[config.mk]
export PLATFORM = sky130hd
export DESIGN_NAME = vmt_flow
export DESIGN_NICKNAME = d
export VERILOG_FILES = /design/src/design/vmt_pkg.sv /design/src/design/vmt_flow.sv
export SDC_FILE = /design/constraint.sdc
export NUM_CORES = 1
export LEC_CHECK = 0
export BUFFER_PORTS_ARGS = -buffer_cell sky130_fd_sc_hd__clkbuf_2
export CAP_MARGIN = 20
export CELL_PAD_IN_SITES_DETAIL_PLACEMENT = 2
export CELL_PAD_IN_SITES_GLOBAL_PLACEMENT = 2
export CORE_AREA = 2 2 39 41
export CTS_CLUSTER_SIZE = 40
export DETAILED_ROUTE_END_ITERATION = 7
export DIE_AREA = 0 0 41 43
export PLACE_DENSITY_LB_ADDON = 0.2
export SYNTH_ARGS = -nofsm -noshare
export SYNTH_HDL_FRONTEND = slang
export SYNTH_SLANG_ARGS = --single-unit
[constraint.sdc]
create_clock -name clock -period 1.2 [get_ports clock]
set_input_delay 0.12 -clock clock [delete_from_list [all_inputs] [get_ports clock]]
set_output_delay 0.12 -clock clock [all_outputs]
set_load 0.05 [all_outputs]
[src/design/vmt_pkg.sv]
// Shared types and constants for the vertex matrix transform block.
package vmt_pkg;

   localparam int ELEM_W            = 32;
   localparam int VEC_LEN           = 4;
   localparam int NUM_REGS          = 8;
   localparam int REG_W             = 64;
   localparam int CSR_INDEX_W       = 3;
   localparam int STAGES            = 4;
   localparam int FRAC_BITS_DEFAULT = 16;

   typedef struct packed {
      logic signed [ELEM_W-1:0] in_x;
      logic signed [ELEM_W-1:0] in_y;
      logic signed [ELEM_W-1:0] in_z;
      logic signed [ELEM_W-1:0] in_w;
      logic                     last_in;
   } req_type;

   typedef struct packed {
      logic signed [ELEM_W-1:0] out_x;
      logic signed [ELEM_W-1:0] out_y;
      logic signed [ELEM_W-1:0] out_z;
      logic signed [ELEM_W-1:0] out_w;
      logic                     overflow;
      logic                     last_out;
   } rsp_type;

   // Per-stage load enables from the flow control to the datapath.
   typedef struct packed {
      logic [STAGES-1:0] load;
   } ctrl_type;

endpackage

[src/design/vmt_flow.sv]
// Valid tracking and stall control for the transform pipeline.
module vmt_flow (
   input  logic              clock,
   input  logic              reset,
   input  logic              req_valid,
   output logic              req_ready,
   input  logic              last_in,
   output logic              rsp_valid,
   input  logic              rsp_ready,
   output logic              last_out,
   output vmt_pkg::ctrl_type ctrl
);

   logic [vmt_pkg::STAGES-1:0] valid_ff;
   logic [vmt_pkg::STAGES-1:0] valid_in;
   logic [vmt_pkg::STAGES-1:0] last_ff;
   logic [vmt_pkg::STAGES-1:0] last_in_vec;
   logic [vmt_pkg::STAGES-1:0] stage_ready;

   // A stage may load when it is empty or its word moves on in the same cycle.
   always_comb begin
      stage_ready[vmt_pkg::STAGES-1] = !valid_ff[vmt_pkg::STAGES-1] || rsp_ready;
      for (int k = vmt_pkg::STAGES - 2; k >= 0; k--) begin
         stage_ready[k] = !valid_ff[k] || stage_ready[k+1];
      end
   end

   always_comb begin
      valid_in    = valid_ff;
      last_in_vec = last_ff;
      if (stage_ready[0]) begin
         valid_in[0]    = req_valid;
         last_in_vec[0] = last_in;
      end
      for (int k = 1; k < vmt_pkg::STAGES; k++) begin
         if (stage_ready[k]) begin
            valid_in[k]    = valid_ff[k-1];
            last_in_vec[k] = last_ff[k-1];
         end
      end
   end

   always_ff @(posedge clock) begin
      if (reset) begin
         valid_ff <= '0;
      end else begin
         valid_ff <= valid_in;
      end
      last_ff <= last_in_vec;
   end

   assign ctrl.load = stage_ready;
   assign req_ready = stage_ready[0];
   assign rsp_valid = valid_ff[vmt_pkg::STAGES-1];
   assign last_out  = last_ff[vmt_pkg::STAGES-1];

endmodule

==> results of run 1 <==
-- cell families (layout without fill, tap and decap cells) --
family,Yosys count,count (layout)
and+or+nand+nor,5,5
buffers and inverters,4,19
DFF,8,8
AOI/OAI and AO/OA,4,4
-- what timing repair did --
item,in CTS,in global routing
resized for setup,11,2
setup buffers,0,0
pin swaps,1,0
setup endpoints to repair,4,4
hold endpoints to repair,0,0
-- cell usage after synthesis (all sizes together) --
cell type	n
o31ai	1
or2	1
a21oi	3
buf	1
dfxtp	4
nand4b	1
inv	3
nand3b	1
edfxtp	4
nand2b	2
-- worst max-delay path, stage by stage (launching register included) --
cell	delay, ns
dfxtp_4	0.36
nand4b_4	0.11
or2_4	0.27
clkbuf_16	0.18
-- sequential cells by signal, summed over array words and instances, names as in the netlist --
name and count:
last_ff 4, valid_ff 4
-- placed cells by master, fill, tap and decap left out --
cell	instances
dfxtp_4	2
a21oi_1	3
or2_4	1
nand4b_4	1
nand3b_1	1
nand2b_1	2
clkbuf_16	2
dfxtp_2	1
clkbuf_8	1
clkbuf_1	1
buf_4	1
o31ai_2	1
clkbuf_2	6
clkbuf_4	4
buf_2	1
edfxtp_1	4
dfxtp_1	1
inv_1	3
-- worst paths after layout --
check,cells past startpoint,to
min reg2reg,0,last_ff[2]
max,3,ctrl[0]
max reg2reg,2,last_ff[0]
min,1,last_ff[0]
-- routing by layer --
| metal | vias to the layer above | wire [microns] | global-route usage (%) |
|---|---|---|---|
| li1 | 102 | - | - |
| met1 | 105 | 260 | 9.272 |
| met2 | 9 | 364 | 15.63 |
| met3 | 2 | 35 | 3.141 |
| met4 | 0 | 4 | 8.000 |
| met5 | - | 0 | 0 |
-- power by group through the flow --
stage               Combinational [mW]  Clock [mW]  Sequential (mW)
floorplan                       0.0114           0            0.319
global placement                0.0344           0            0.309
detailed placement              0.0349           0            0.310
CTS                             0.0349       0.242            0.304
global route                    0.0383       0.252            0.304
finish                          0.0345       0.229            0.302
-- area by class of cell --
class / count / share of cell area (%)
repair buffers: 12 / 24.73
flip-flops and latches: 8 / 45.38
well taps: 16 / 4.348
clock buffers: 4 / 5.707
multi-input cells: 9 / 17.39
inverters: 3 / 2.446
-- through the flow --
stage               cell area [sq um]  utilization, %  hold slack, ns  power [mW]  setup WS [ns]
floorplan                       310.3               -          0.1794      0.3299        -0.2446
global placement                377.9           27.31          0.2980      0.3432        0.09354
detailed placement              377.9           27.31          0.3020      0.3445        0.06173
CTS                             457.9           33.09         0.02743      0.5806        -0.1104
global route                    460.4           33.27         0.03196      0.5945        -0.1360
finish                          460.4           33.27         0.03870      0.5659       -0.09705
==> summary.txt, run 1 <==
Run status
  • Status: finished with violations
  • Failing checks: negative setup slack

STA
  • Fmax: 771.0 MHz
  • Final worst slack: -0.09705 ns
  • Setup violators final: 2
  • RSZ-0062 raised after global routing: yes
  • Final hold violations: 0
  • Skew final: between 0.005 and 0.006 ns
  • Sum of negative setup slack: -0.1928 ns
  • Max_slew headroom: 81.79%
  • Worst slew pin tran: around 0.27 ns
  • Final min period: 1.297 ns
  • Final worst-path cycle share: 108.1%
  • Slew Viols, Final: 0

Pwr
  • Psw: 0.1292 mW
  • Register share of total power: 53.4%
  • Gate power share: 6.1%
  • Int Power: ~0.44 mW
  • Lkg Pwr: 0.2137 nW
  • Maximum VDD drop: 0.0003437 V
  • Clock power frac: 40.5%
  • Power per cell area: 1229 nW/um^2
  • Switching share of power: between 20% and 30%

Finish
  • Ratio of cells with drive above 1 in the final layout: 58.33%
  • Synthesis-to-layout area growth: 60.00%
  • N_diodes: 0
  • Register Area: 209.0 sq um
  • Nets: 42
  • # fillers: 148
  • Multi-input gate area: 80.08 sq um
  • Layout Cells excl Fill: 52

Clock network
  • Clk buf depth: 2
  • Clock sinks: 8
  • CTS buffer count: 3
  • Clk Latency, worst-skew pair: roughly 0.26 ns
  • CTS tree: built
  • Clock root cell: clkbuf_4
  • Clock transition at path regs: 0.06 ns
  • Htree depth: 1
  • Hold Buf Count CTS: 0

Route
  • DRT Wirelength: 663 microns
  • Vias per std cell: 4.192
  • Initial drt markers: 2
  • DRT antenna net count: 0
  • DRC violations left: 0
  • DRT Pass-1 Iters: 2
  • Routed length per instance: 12.75 microns
  • DR vias: 218

Setup path
  • Startpoint types: flip-flop
  • Crit Path Max Fanout: 3
  • Crit path launch: valid_ff[1]
  • CP endpoint kind: primary output
  • R2R setup slack: 0.22 ns
  • CP Data Required Time: 1.08 ns
  • Reg2reg start: valid_ff[1]
  • Crit path DAT: 1.18 ns
  • Crit Path Category: flip-flop to primary output

GRT
  • Vias in the first global route: 255
  • First-pass GRT wire length: 1035 microns
  • Gr usage total: 9.726%
  • Initial antenna violation count: 0
  • GRT Residual Overflow: 0
  • Largest net degree at the start of global routing: 6

Place
  • Port buffer count: 11
  • HPWL after detailed placement: 473.8 microns
  • Placed insts: 48
  • RD Place Congestion: a little over 0.6

Logic synthesis
  • Synth Warn #: 0
  • Yosys cell types: 10
  • Largest family of logic cells by synthesized area: simple AND/OR/NAND/NOR gates
  • Adder-Cell Fraction of Synth Area: 0%
  • Cells after Synth: 21
  • Mean Syn Cell Area: between 10 and 15 sq um
  • Synth Net Count: 26
  • #FFs+latches synth: 8
  • Synth Area in Compound Gates: a little under a tenth
  • Simple-gate share of the synthesized area: 14.35%
  • Post-Synth XOR/XNOR Area: 0%
  • Cell taking the most area after synthesis: edfxtp_1
  • Sequential fraction of the synthesis area: approximately 70%
  • Area contributors post-synth: edfxtp_1 42%, dfxtp_1 28%, a21oi_1 5.2%
  • Cell area after synthesis: roughly 290 sq um
  • Mux cell area share after synthesis: 0%
  • Yosys top cell area share: 41.74%

Hold path
  • Worst Min Path Start: last_in
  • Hold Crit Class: input pin to flip-flop

Floorplanning
  • Total die area: approximately 1800 sq um
  • Placeable Area: around 1400 sq um
  • Die span in y: about 43 microns
  • Row Count: 14
  • Chip width: 41 microns
  • Initial Utilization: 20.80%
  • Num ports: 12

Run
  • # Max-Cap Violations: 0
No activity file was read; power rests on OpenSTA's default activity.
==> run 2: changes to the inputs <==
--- a/config.mk
+++ b/config.mk
@@ -13,7 +13,7 @@
 export CTS_CLUSTER_SIZE = 40
 export DETAILED_ROUTE_END_ITERATION = 7
 export DIE_AREA = 0 0 41 43
-export PLACE_DENSITY_LB_ADDON = 0.2
+export PLACE_DENSITY_LB_ADDON = 0.1
 export SYNTH_ARGS = -nofsm -noshare
 export SYNTH_HDL_FRONTEND = slang
 export SYNTH_SLANG_ARGS = --single-unit
==> summary.txt, run 2 (synthesis results as in run 1) <==
Run status
  • Status: finished with violations
  • Failing checks: negative setup slack

STA
  • Worst slew pin tran: roughly 0.28 ns
  • Final min period: 1.289 ns
  • Max_slew headroom: 81.72%
  • Final hold violations: 0
  • RSZ-0062 raised after global routing: yes
  • Setup violators final: 2
  • Fmax: roughly 780 MHz
  • Final worst slack: -0.08931 ns
  • Final worst-path cycle share: 107.4%
  • Skew final: slightly above 0.006 ns
  • Slew Viols, Final: 0

Floorplanning
  • Chip width: 41 microns
  • Placeable Area: 1384 sq um
  • Die span in y: 43 microns
  • Total die area: 1763 sq um
  • Num ports: 12
  • Row Count: 14
  • Initial Utilization: 20.80%

Finish
  • Ratio of cells with drive above 1 in the final layout: approximately 60%
  • N_diodes: 0
  • Most frequent cells in the layout: 6 x clkbuf_2, 4 x clkbuf_4, 4 x edfxtp_1
  • Final core utilization: 33.36%
  • Synthesis-to-layout area growth: 60.43%
  • Top Registers: last_ff x4, valid_ff x4
  • Nets: 42
  • Commonest non-fill, non-tap cell in the layout: clkbuf_2

Pwr
  • Maximum VDD drop: 0.0004457 V
  • Power per cell area: 1209 nW/um^2
  • Lkg Pwr: 0.2139 nW
  • PnR Total Power: 0.5581 mW

Clock network
  • CTS buffer count: 3
  • Htree depth: 1
  • Hold Buf Count CTS: 0
  • Clk buf depth: 2
  • Clock transition at path regs: 0.06 ns
  • Clock sinks: 8
  • CTS tree: built
  • Clock root cell: clkbuf_4
  • Clk Latency, worst-skew pair: 0.25 ns

Setup path
  • Startpoint types: flip-flop
  • Worst-path cell chain: nand4b_4 > or2_4 > clkbuf_16
  • CP Data Required Time: 1.08 ns
  • Crit Path Category: flip-flop to primary output
  • Crit Path Max Fanout: 4
  • Worst path top cell family by delay: flip-flops
  • Crit path DAT: 1.17 ns
  • CP peak stage delay: 0.37 ns
  • WP buf/inv: 1
  • CP endpoint kind: primary output
  • Slowest CP cell: dfxtp_4

GRT
  • Largest net degree at the start of global routing: 6
  • First-pass GRT wire length: 1007 microns
  • Initial antenna violation count: 0
  • Vias in the first global route: 223
  • Gr usage total: 9.211%
  • GRT Residual Overflow: 0

Route
  • DRT Pass-1 Iters: 1
  • DRC violations left: 0
  • Vias per std cell: 4.077
  • Initial drt markers: 0
  • WL met3: 54 microns
  • Max layer used: met3
  • Routed length per instance: 12.13 microns
  • WL met1: 225 microns
  • DRT antenna net count: 0
  • WL met2: 351 microns
  • DRT Wirelength: approximately 630 microns
  • DR vias: ~210

Place
  • Dpl ws: about 0.068 ns
  • HPWL after detailed placement: 485.7 microns
  • RD Place Congestion: slightly below 0.6
  • Port buffer count: 11

Hold path
  • Hold Crit Class: input pin to flip-flop

Run
  • # Max-Cap Violations: 0
==> run 2: cell count changes in the layout (fill, tap and decap cells not counted) <==
cell      previous run  this run
clkbuf_8             1         0
buf_8                0         1
==> run 2: power breakdown <==
group          internal, mW  switching (mW)  total [mW]
Clock                 0.127          0.0936       0.221
Sequential            0.296         0.00611       0.302
Combinational        0.0127          0.0222      0.0349
==> run 2: path summary, 6_finish.rpt <==
check,from,endpoint,slack (ns),cells after the start
worst min register to register,last_ff[1],last_ff[2],0.42,0
worst max-delay path,valid_ff[3],req_ready,-0.09,3
worst min-delay path,last_in,last_ff[0],0.04,1
worst max register to register,valid_ff[3],last_ff[0],0.22,2
==> run 2: final cells by class <==
class                   instances  area (sq um)
repair buffers                 12         115.1
well taps                      16         20.02
flip-flops and latches          8         209.0
inverters                       3         11.26
fillers                       148         922.1
multi-input cells               9         80.08
clock buffers                   4         26.28
==> run 2: layer usage <==
| metal | vias to the layer above | global-route usage [%] |
|---|---|---|
| met5 | - | 0 |
| met4 | 0 | 6.000 |
| met3 | 0 | 4.188 |
| met2 | 9 | 13.75 |
| met1 | 101 | 9.901 |
| li1 | 102 | - |
==> run 2: per-stage QoR <==
stage	area, sq um	hold WS [ns]	std cells	setup TNS, ns
2_1_floorplan	310.3	0.1794	21	-0.7042
3_3_place_gp	377.9	0.2975	48	0
3_5_place_dp	377.9	0.3019	48	0
4_1_cts	457.9	0.03172	52	-0.2059
5_1_grt	461.7	0.03184	52	-0.2656
6_report	461.7	0.04065	52	-0.1762
==> run 2: repair_timing <==
action | CTS | global route
buffers inserted | 0 | 0
endpoints found under the setup margin | 4 | 4
pin swaps | 1 | 0
gates resized for setup | 11 | 3
