File: config.mk
export PLATFORM = sky130hd
export DESIGN_NAME = vmt_matrix_regs
export DESIGN_NICKNAME = d
export VERILOG_FILES = /design/src/design/vmt_pkg.sv /design/src/design/vmt_matrix_regs.sv
export SDC_FILE = /design/constraint.sdc
export NUM_CORES = 1
export LEC_CHECK = 0
export BUFFER_PORTS_ARGS = -buffer_cell sky130_fd_sc_hd__buf_2
export CAP_MARGIN = 25
export CORE_AREA = 2 2 229 231
export DETAILED_ROUTE_END_ITERATION = 10
export DIE_AREA = 0 0 231 233
export GPL_TIMING_DRIVEN = 0
export PLACE_DENSITY_LB_ADDON = 0.15
export SYNTH_ARGS = -nofsm -noshare
export SYNTH_HDL_FRONTEND = slang
export SYNTH_SLANG_ARGS = --single-unit
File: constraint.sdc
create_clock -name clock -period 1.4 [get_ports clock]
set_input_delay 0.35 -clock clock [delete_from_list [all_inputs] [get_ports clock]]
set_output_delay 0.35 -clock clock [all_outputs]
set_load 0.02 [all_outputs]
File: src/design/vmt_pkg.sv
// Shared types and constants for the vertex matrix transform block.
package vmt_pkg;

   localparam int ELEM_W            = 32;
   localparam int VEC_LEN           = 4;
   localparam int NUM_REGS          = 8;
   localparam int REG_W             = 64;
   localparam int CSR_INDEX_W       = 3;
   localparam int STAGES            = 4;
   localparam int FRAC_BITS_DEFAULT = 16;

   typedef struct packed {
      logic signed [ELEM_W-1:0] in_x;
      logic signed [ELEM_W-1:0] in_y;
      logic signed [ELEM_W-1:0] in_z;
      logic signed [ELEM_W-1:0] in_w;
      logic                     last_in;
   } req_type;

   typedef struct packed {
      logic signed [ELEM_W-1:0] out_x;
      logic signed [ELEM_W-1:0] out_y;
      logic signed [ELEM_W-1:0] out_z;
      logic signed [ELEM_W-1:0] out_w;
      logic                     overflow;
      logic                     last_out;
   } rsp_type;

   // Per-stage load enables from the flow control to the datapath.
   typedef struct packed {
      logic [STAGES-1:0] load;
   } ctrl_type;

endpackage

File: src/design/vmt_matrix_regs.sv
// Matrix configuration registers, reset to the identity matrix.
module vmt_matrix_regs #(
   parameter int FRAC_BITS = vmt_pkg::FRAC_BITS_DEFAULT
) (
   input  logic                                                    clock,
   input  logic                                                    reset,
   input  logic                                                    csr_valid,
   output logic                                                    csr_ready,
   input  logic [vmt_pkg::CSR_INDEX_W-1:0]                         csr_index,
   input  logic [vmt_pkg::REG_W-1:0]                               csr_data,
   output logic [vmt_pkg::NUM_REGS-1:0][vmt_pkg::REG_W-1:0]        regs
);

   logic [vmt_pkg::NUM_REGS-1:0][vmt_pkg::REG_W-1:0] regs_ff;
   logic [vmt_pkg::NUM_REGS-1:0][vmt_pkg::REG_W-1:0] regs_in;
   logic [vmt_pkg::NUM_REGS-1:0][vmt_pkg::REG_W-1:0] regs_reset;

   localparam logic [vmt_pkg::REG_W-1:0] ONE = vmt_pkg::REG_W'(1) << FRAC_BITS;

   // Register k holds row k/2; the diagonal element sits in the half picked by the row.
   for (genvar k = 0; k < vmt_pkg::NUM_REGS; k++) begin : g_rst
      localparam int ROW = k / 2;
      localparam bit DIAG = ((k % 2) == (ROW / 2));
      assign regs_reset[k] = DIAG ? (ONE << (vmt_pkg::ELEM_W * (ROW % 2)))
                                  : '0;
   end

   assign csr_ready = 1'b1;

   always_comb begin
      regs_in = regs_ff;
      if (csr_valid) begin
         regs_in[csr_index] = csr_data;
      end
   end

   always_ff @(posedge clock) begin
      if (reset) begin
         regs_ff <= regs_reset;
      end else begin
         regs_ff <= regs_in;
      end
   end

   assign regs = regs_ff;

endmodule

==> results.sh, run 1 <==
export IMPL_endpoint="regs[122]"
export IMPL_hold_class="in2reg"
export IMPL_r2r_setup_slack_ns=0.55
export IMPL_row_count=83
export IMPL_yosys_most_used_dff="dfxtp_1"
export IMPL_synthDistinctLibCells=16
export IMPL_ir_drop_uv=968
export IMPL_layout_min_cycle_time_ns=1.44
export IMPL_synth_top_cell_by_area="dfxtp_1"
export IMPL_dieArea_sq_um=53800
export IMPL_cp_depth=1
export IMPL_setup_viol=306
export IMPL_ctsHoldBuffers=0
export IMPL_synthTopCellsByCount="572 x nand2b_1, 512 x dfxtp_1, 512 x mux2i_1"
export IMPL_placed_cell_area_sq_um=23700
export IMPL_yosysWarnings=0
export IMPL_utilization_pct=60.7
export IMPL_place_hpwl_mm=50.4
export IMPL_finalCritPeriodShare_pct=103
export IMPL_grt_pass1_vias=16000
export IMPL_grt_pass1_wl_mm=104
export IMPL_cp_buffers_inverters=1
export IMPL_cts_sinks=512
export IMPL_die_width_um=231
export IMPL_clk_pin_slew_ns=0.06
export IMPL_routabilityCongestion=0.827
export IMPL_drt_iter0_markers=510
export IMPL_p_per_area_nw_per_um2=1060
export IMPL_fin_area_sq_um=31000
export IMPL_critPathRequiredTime_ns=1.05
export IMPL_coreArea_sq_um=51100
export IMPL_path_cells="buf_6"
export IMPL_crit_family="flip-flops"
export IMPL_final_cell_count_no_fill=3369
export IMPL_largest_reg_flops=512
export IMPL_worstSetupEndpointType="primary output"
export IMPL_dr_pass1_iters=4
export IMPL_holdWs_ns=0.0548
export IMPL_start_util_pct=39.0
export IMPL_drt_wirelength_per_cell_um=21.5
export IMPL_synth_top_area_share_pct=51.4
export IMPL_pre_cts_ws_ns=-1.12
export IMPL_cts_tree="built"
export IMPL_synthCells=1800
export IMPL_cp_arrival_ns=1.09
export IMPL_hold_viol_final=0
export IMPL_antenna_found_initial=8
export IMPL_skew_ns=0
export IMPL_nFillCells=4232
export IMPL_multi_input_area_sq_um=8840
export IMPL_via_per_inst=4.69
export IMPL_register_area_sq_um=10900
export IMPL_syn_area_per_cell_sq_um=11.1
export IMPL_crit_path_max_fanout=2
export IMPL_synth_edf_count=0
export IMPL_htreeDepth=2
export IMPL_area_growth_pct=55.5
export IMPL_synth_most_common_cell="nand2b_1"
export IMPL_clockBufferDepth=3
export IMPL_dp_cells=3056
export IMPL_status="finished, violations left"
export IMPL_drc=0
export IMPL_power_mw=33.0
export IMPL_drtAntennaViolNets=0
export IMPL_fmax_mhz=694
export IMPL_io_pins=583
export IMPL_leakagePower_nw=15.6
export IMPL_track_usage_pct=25.8
export IMPL_crit_slowest_cell="dfxtp_2"
export IMPL_synth_seq_cells=512
export IMPL_fin_nets=2714
export IMPL_fin_ws_ns=-0.0405
export IMPL_slowest_delay_ns=0.34
export IMPL_die_h_um=233
export IMPL_violations="negative setup slack"
export IMPL_clk_latency_ns=0.59
export IMPL_num_vias=15800
export IMPL_crit_type="reg2out"
export IMPL_clockRootBuffer="clkbuf_16"
export IMPL_finalWirelength_mm=72.6
export IMPL_fin_setup_tns_ns=-2.68
export IMPL_r2r_cells=4
export IMPL_r2r_end="regs[312]$_SDFFE_PP0P_"
export IMPL_netlist_area_sq_um=19900
export IMPL_syn_nets=1870
export IMPL_rsz0062_at_grt="yes"
export IMPL_drive_gt1_share_pct=55.7
export IMPL_portBuffers=576
export IMPL_report_final_slew_viol_count=0
export IMPL_grt_max_degree=14
export IMPL_timing_rr_start="regs[312]$_SDFFE_PP0P_"
export IMPL_drv_cap=0
export IMPL_relSlewSlack_pct=55.6
export IMPL_setup_worst_path_start="regs[122]$_SDFFE_PP0P_"
export IMPL_seq_area_frac_synth_pct=51.4
export IMPL_worst_pin_slew_ns=0.666
export IMPL_grt_ovfl_total=0
export IMPL_synthTopCellsByArea="dfxtp_1 51%, mux2i_1 26%, nand2b_1 18%, clkbuf_1 2.0%, buf_2 1.3%"
export IMPL_critical_path_startpoint_type="flip-flop"
export IMPL_cts_buffers=54
export IMPL_async_flop_share_pct=0
[tightest hold or removal path, delay by kind of cell]
family,cells,cell delay (ns)
buf+inv,1,0.10
mux,1,0.11
simple gates,1,0.05
[power by group]
group          switching [mW]  internal [mW]  leakage [nW]
clock                    6.07           8.51         0.906
combinational            1.69           1.49          10.3
sequential              0.244           15.0          4.39
[worst min path at each step]
| stage | cells past startpoint | start | slack [ns] | to |
|---|---|---|---|---|
| after floorplan | 2 | csr_data[48] | 0.52 | regs[176]$_SDFFE_PP1P_ |
| after global placement | 2 | regs[19]$_SDFFE_PP0P_ | 0.46 | regs[19]$_SDFFE_PP0P_ |
| after detailed placement | 2 | regs[10]$_SDFFE_PP0P_ | 0.46 | regs[10]$_SDFFE_PP0P_ |
| after CTS | 3 | csr_data[48] | 0.01 | regs[176]$_SDFFE_PP1P_ |
| after global routing | 3 | csr_data[16] | 0.04 | regs[336]$_SDFFE_PP1P_ |
| final | 3 | csr_data[16] | 0.05 | regs[336]$_SDFFE_PP1P_ |
[layer usage]
layer | vias to the layer above | global-route usage (%) | routed length (um)
li1 | 7566 | - | -
met4 | 8 | 8.21 | 2030
met5 | - | 0 | 57
met3 | 114 | 9.07 | 5990
met1 | 7641 | 29.6 | 29000
met2 | 485 | 44.9 | 35500
[area by class of cell]
cell class	instances	share of cell area (%)
clock inverter	11	0.186
buffer	180	2.84
sequential	512	35.1
antenna	1	0.00807
multi-input combinational	1101	28.5
tap	680	2.74
timing repair buffer	795	24.9
clock buffer	89	5.67
[timing repair]
| item | in CTS | in global routing |
|---|---|---|
| setup endpoints to repair | 972 | 663 |
| gates cloned | 0 | 0 |
| setup buffers | 89 | 130 |
| gates resized for setup | 1552 | 33 |
[logic make-up after synthesis]
kind of cell	after synthesis	synth area share, %
buffers and inverters	187	4.31
and+or+nand+nor	588	18.6
muxes	512	25.7
DFF	512	51.4
other	1	0.0188
[cell usage in the layout, fill, tap and decap left out]
master,n
nor4b_2,1
diode_2,1
nand4_1,1
buf_6,518
clkbuf_2,26
and4bb_2,1
nor2_1,6
nand2b_1,572
or4b_4,1
nand4b_1,3
clkinv_2,10
nand4bb_1,3
clkbuf_1,83
buf_2,110
clkinvlp_4,1
clkbuf_4,2
buf_1,11
clkbuf_16,57
clkbuf_8,21
conb_1,1
dfxtp_2,512
buf_4,236
mux2i_1,512
Power figures use the tool's default switching activity.
==> run 2, diff against run 1 <==
CTS_BUF_LIST = sky130_fd_sc_hd__clkbuf_4 sky130_fd_sc_hd__clkbuf_8 sky130_fd_sc_hd__clkbuf_16   (was unset)
SETUP_SLACK_MARGIN = 0.4   (was unset)
==> run 2 against run 1 <==
Compared with the run above: the flow still finishes with violations (negative setup slack); sequential power is essentially flat; combinational power grew 29%; largest power group unchanged; largest cell class is now non-clock buffers; power grew 4.0%; highest routed layer unchanged; critical path type unchanged; register-to-register slack is essentially flat; sequential cell count is the same; die area is the same.
==> results.sh, run 2 (synthesis results as in run 1) <==
export IMPL_status="finished, violations left"
export IMPL_violations="negative setup slack"
export IMPL_die_h_um=233
export IMPL_hold_class="in2reg"
export IMPL_die_width_um=231
export IMPL_cts_tree="built"
export IMPL_grt_ovfl_total=0
export IMPL_pre_cts_ws_ns=-0.525
export IMPL_fin_ws_ns=-0.0568
export IMPL_num_vias=17200
export IMPL_crit_slowest_cell="dfxtp_2"
export IMPL_coreArea_sq_um=51100
export IMPL_dp_cells=3056
export IMPL_row_count=83
export IMPL_clockBufferDepth=3
export IMPL_nFillCells=3584
export IMPL_fin_nets=2949
export IMPL_final_cell_count_no_fill=3607
export IMPL_clockRootBuffer="clkbuf_16"
export IMPL_grt_pass1_wl_mm=109
export IMPL_path_cells="buf_6"
export IMPL_routabilityCongestion=0.819
export IMPL_grt_max_degree=14
export IMPL_htreeDepth=2
export IMPL_drtAntennaViolNets=0
export IMPL_drt_wirelength_per_cell_um=21.3
export IMPL_area_growth_pct=79.8
export IMPL_skew_ns=0
export IMPL_final_common_cell="buf_6"
export IMPL_ir_drop_uv=1000
export IMPL_antenna_found_initial=6
export IMPL_track_usage_pct=26.8
export IMPL_slowest_delay_ns=0.36
export IMPL_hold_viol_final=0
export IMPL_fin_area_sq_um=35900
export IMPL_dr_pass1_iters=5
export IMPL_placed_cell_area_sq_um=26400
export IMPL_cp_arrival_ns=1.11
export IMPL_setup_viol=379
export IMPL_p_per_area_nw_per_um2=956
export IMPL_final_cell_mix="533 x buf_6, 510 x mux2i_1, 481 x dfxtp_2, 450 x buf_4, 317 x nand2b_1"
export IMPL_critPathRequiredTime_ns=1.05
export IMPL_via_per_inst=4.76
export IMPL_place_hpwl_mm=50.6
export IMPL_portBuffers=576
export IMPL_cts_buffers=55
export IMPL_crit_family="flip-flops"
export IMPL_drc=0
export IMPL_holdWs_ns=0.0823
export IMPL_io_pins=583
export IMPL_critical_path_startpoint_type="flip-flop"
export IMPL_finalCritPeriodShare_pct=104
export IMPL_crit_type="reg2out"
export IMPL_worstSetupEndpointType="primary output"
export IMPL_rsz0062_at_grt="yes"
export IMPL_drv_cap=0
export IMPL_layout_min_cycle_time_ns=1.46
export IMPL_report_final_slew_viol_count=0
export IMPL_worst_pin_slew_ns=0.639
export IMPL_largest_reg_flops=512
export IMPL_clk_pin_slew_ns=0.06
export IMPL_cp_buffers_inverters=1
export IMPL_clk_latency_ns=0.61
export IMPL_drt_iter0_markers=558
export IMPL_leakagePower_nw=18.8
export IMPL_grt_pass1_vias=17700
export IMPL_crit_path_max_fanout=2
export IMPL_fmax_mhz=686
export IMPL_finalWirelength_mm=76.7
export IMPL_drive_gt1_share_pct=70.5
export IMPL_dieArea_sq_um=53800
export IMPL_cts_sinks=512
export IMPL_relSlewSlack_pct=57.4
export IMPL_power_mw=34.3
export IMPL_start_util_pct=39.0
## run 2: final timing paths
kind / from / end / slack (ns) / cells after the start
setup / recovery: regs[322]$_SDFFE_PP0P_ / regs[322] / -0.06 / 1
hold / removal: csr_data[48] / regs[496]$_SDFFE_PP1P_ / 0.08 / 3
setup reg to reg: regs[374]$_SDFFE_PP0P_ / regs[374]$_SDFFE_PP0P_ / 0.56 / 4
hold reg to reg: regs[47]$_SDFFE_PP0P_ / regs[47]$_SDFFE_PP0P_ / 0.48 / 2
## run 2: worst reg2reg max path: stages (launching register included)
cell and delay (ns):
dfxtp_2 0.33, buf_4 0.13, buf_4 0.12, nand2b_1 0.06, mux2i_1 0.07
## run 2: timing repair
item                                   in CTS  in global routing
cloned                                      1                  6
buffers inserted                          278                161
hold buffers                                0                  0
setup endpoints to repair                 889                670
endpoints found under the hold margin       0                  0
gates resized for setup                  1591                 60
## run 2: cell type report
cell class | instances | area, sq um | area share (%)
Clock inverter | 22 | 194 | 0.541
Buffer | 187 | 1800 | 5.01
Clock buffer | 79 | 1680 | 4.68
Antenna cell | 4 | 10.0 | 0.0279
Tap cell | 680 | 851 | 2.37
Sequential cell | 512 | 11000 | 30.6
Multi-Input combinational cell | 1101 | 10800 | 30.1
Timing Repair Buffer | 1022 | 9580 | 26.7
## run 2: power breakdown
group | switching, mW | internal (mW) | leakage (nW)
combinational | 1.92 | 2.18 | 13.5
sequential | 0.251 | 14.9 | 4.40
clock | 6.17 | 8.86 | 0.950
total | 8.34 | 25.9 | 18.8
## run 2: per-layer routing
| metal | global-route usage (%) | part of all wire (%) | vias up |
|---|---|---|---|
| met5 | 0 | 0.017 | - |
| met4 | 10.0 | 3.8 | 2 |
| met3 | 7.67 | 6.6 | 148 |
| met2 | 47.6 | 50 | 476 |
| met1 | 30.5 | 39 | 8501 |
| li1 | - | - | 8030 |
## run 2: metrics by stage
stage               setup TNS [ns]  util [%]
floorplan                        0         -
global placement           -138.35      51.6
detailed placement         -145.54      51.6
CTS                         -20.51      67.3
global route                -24.15      70.2
finish                       -5.04      70.2
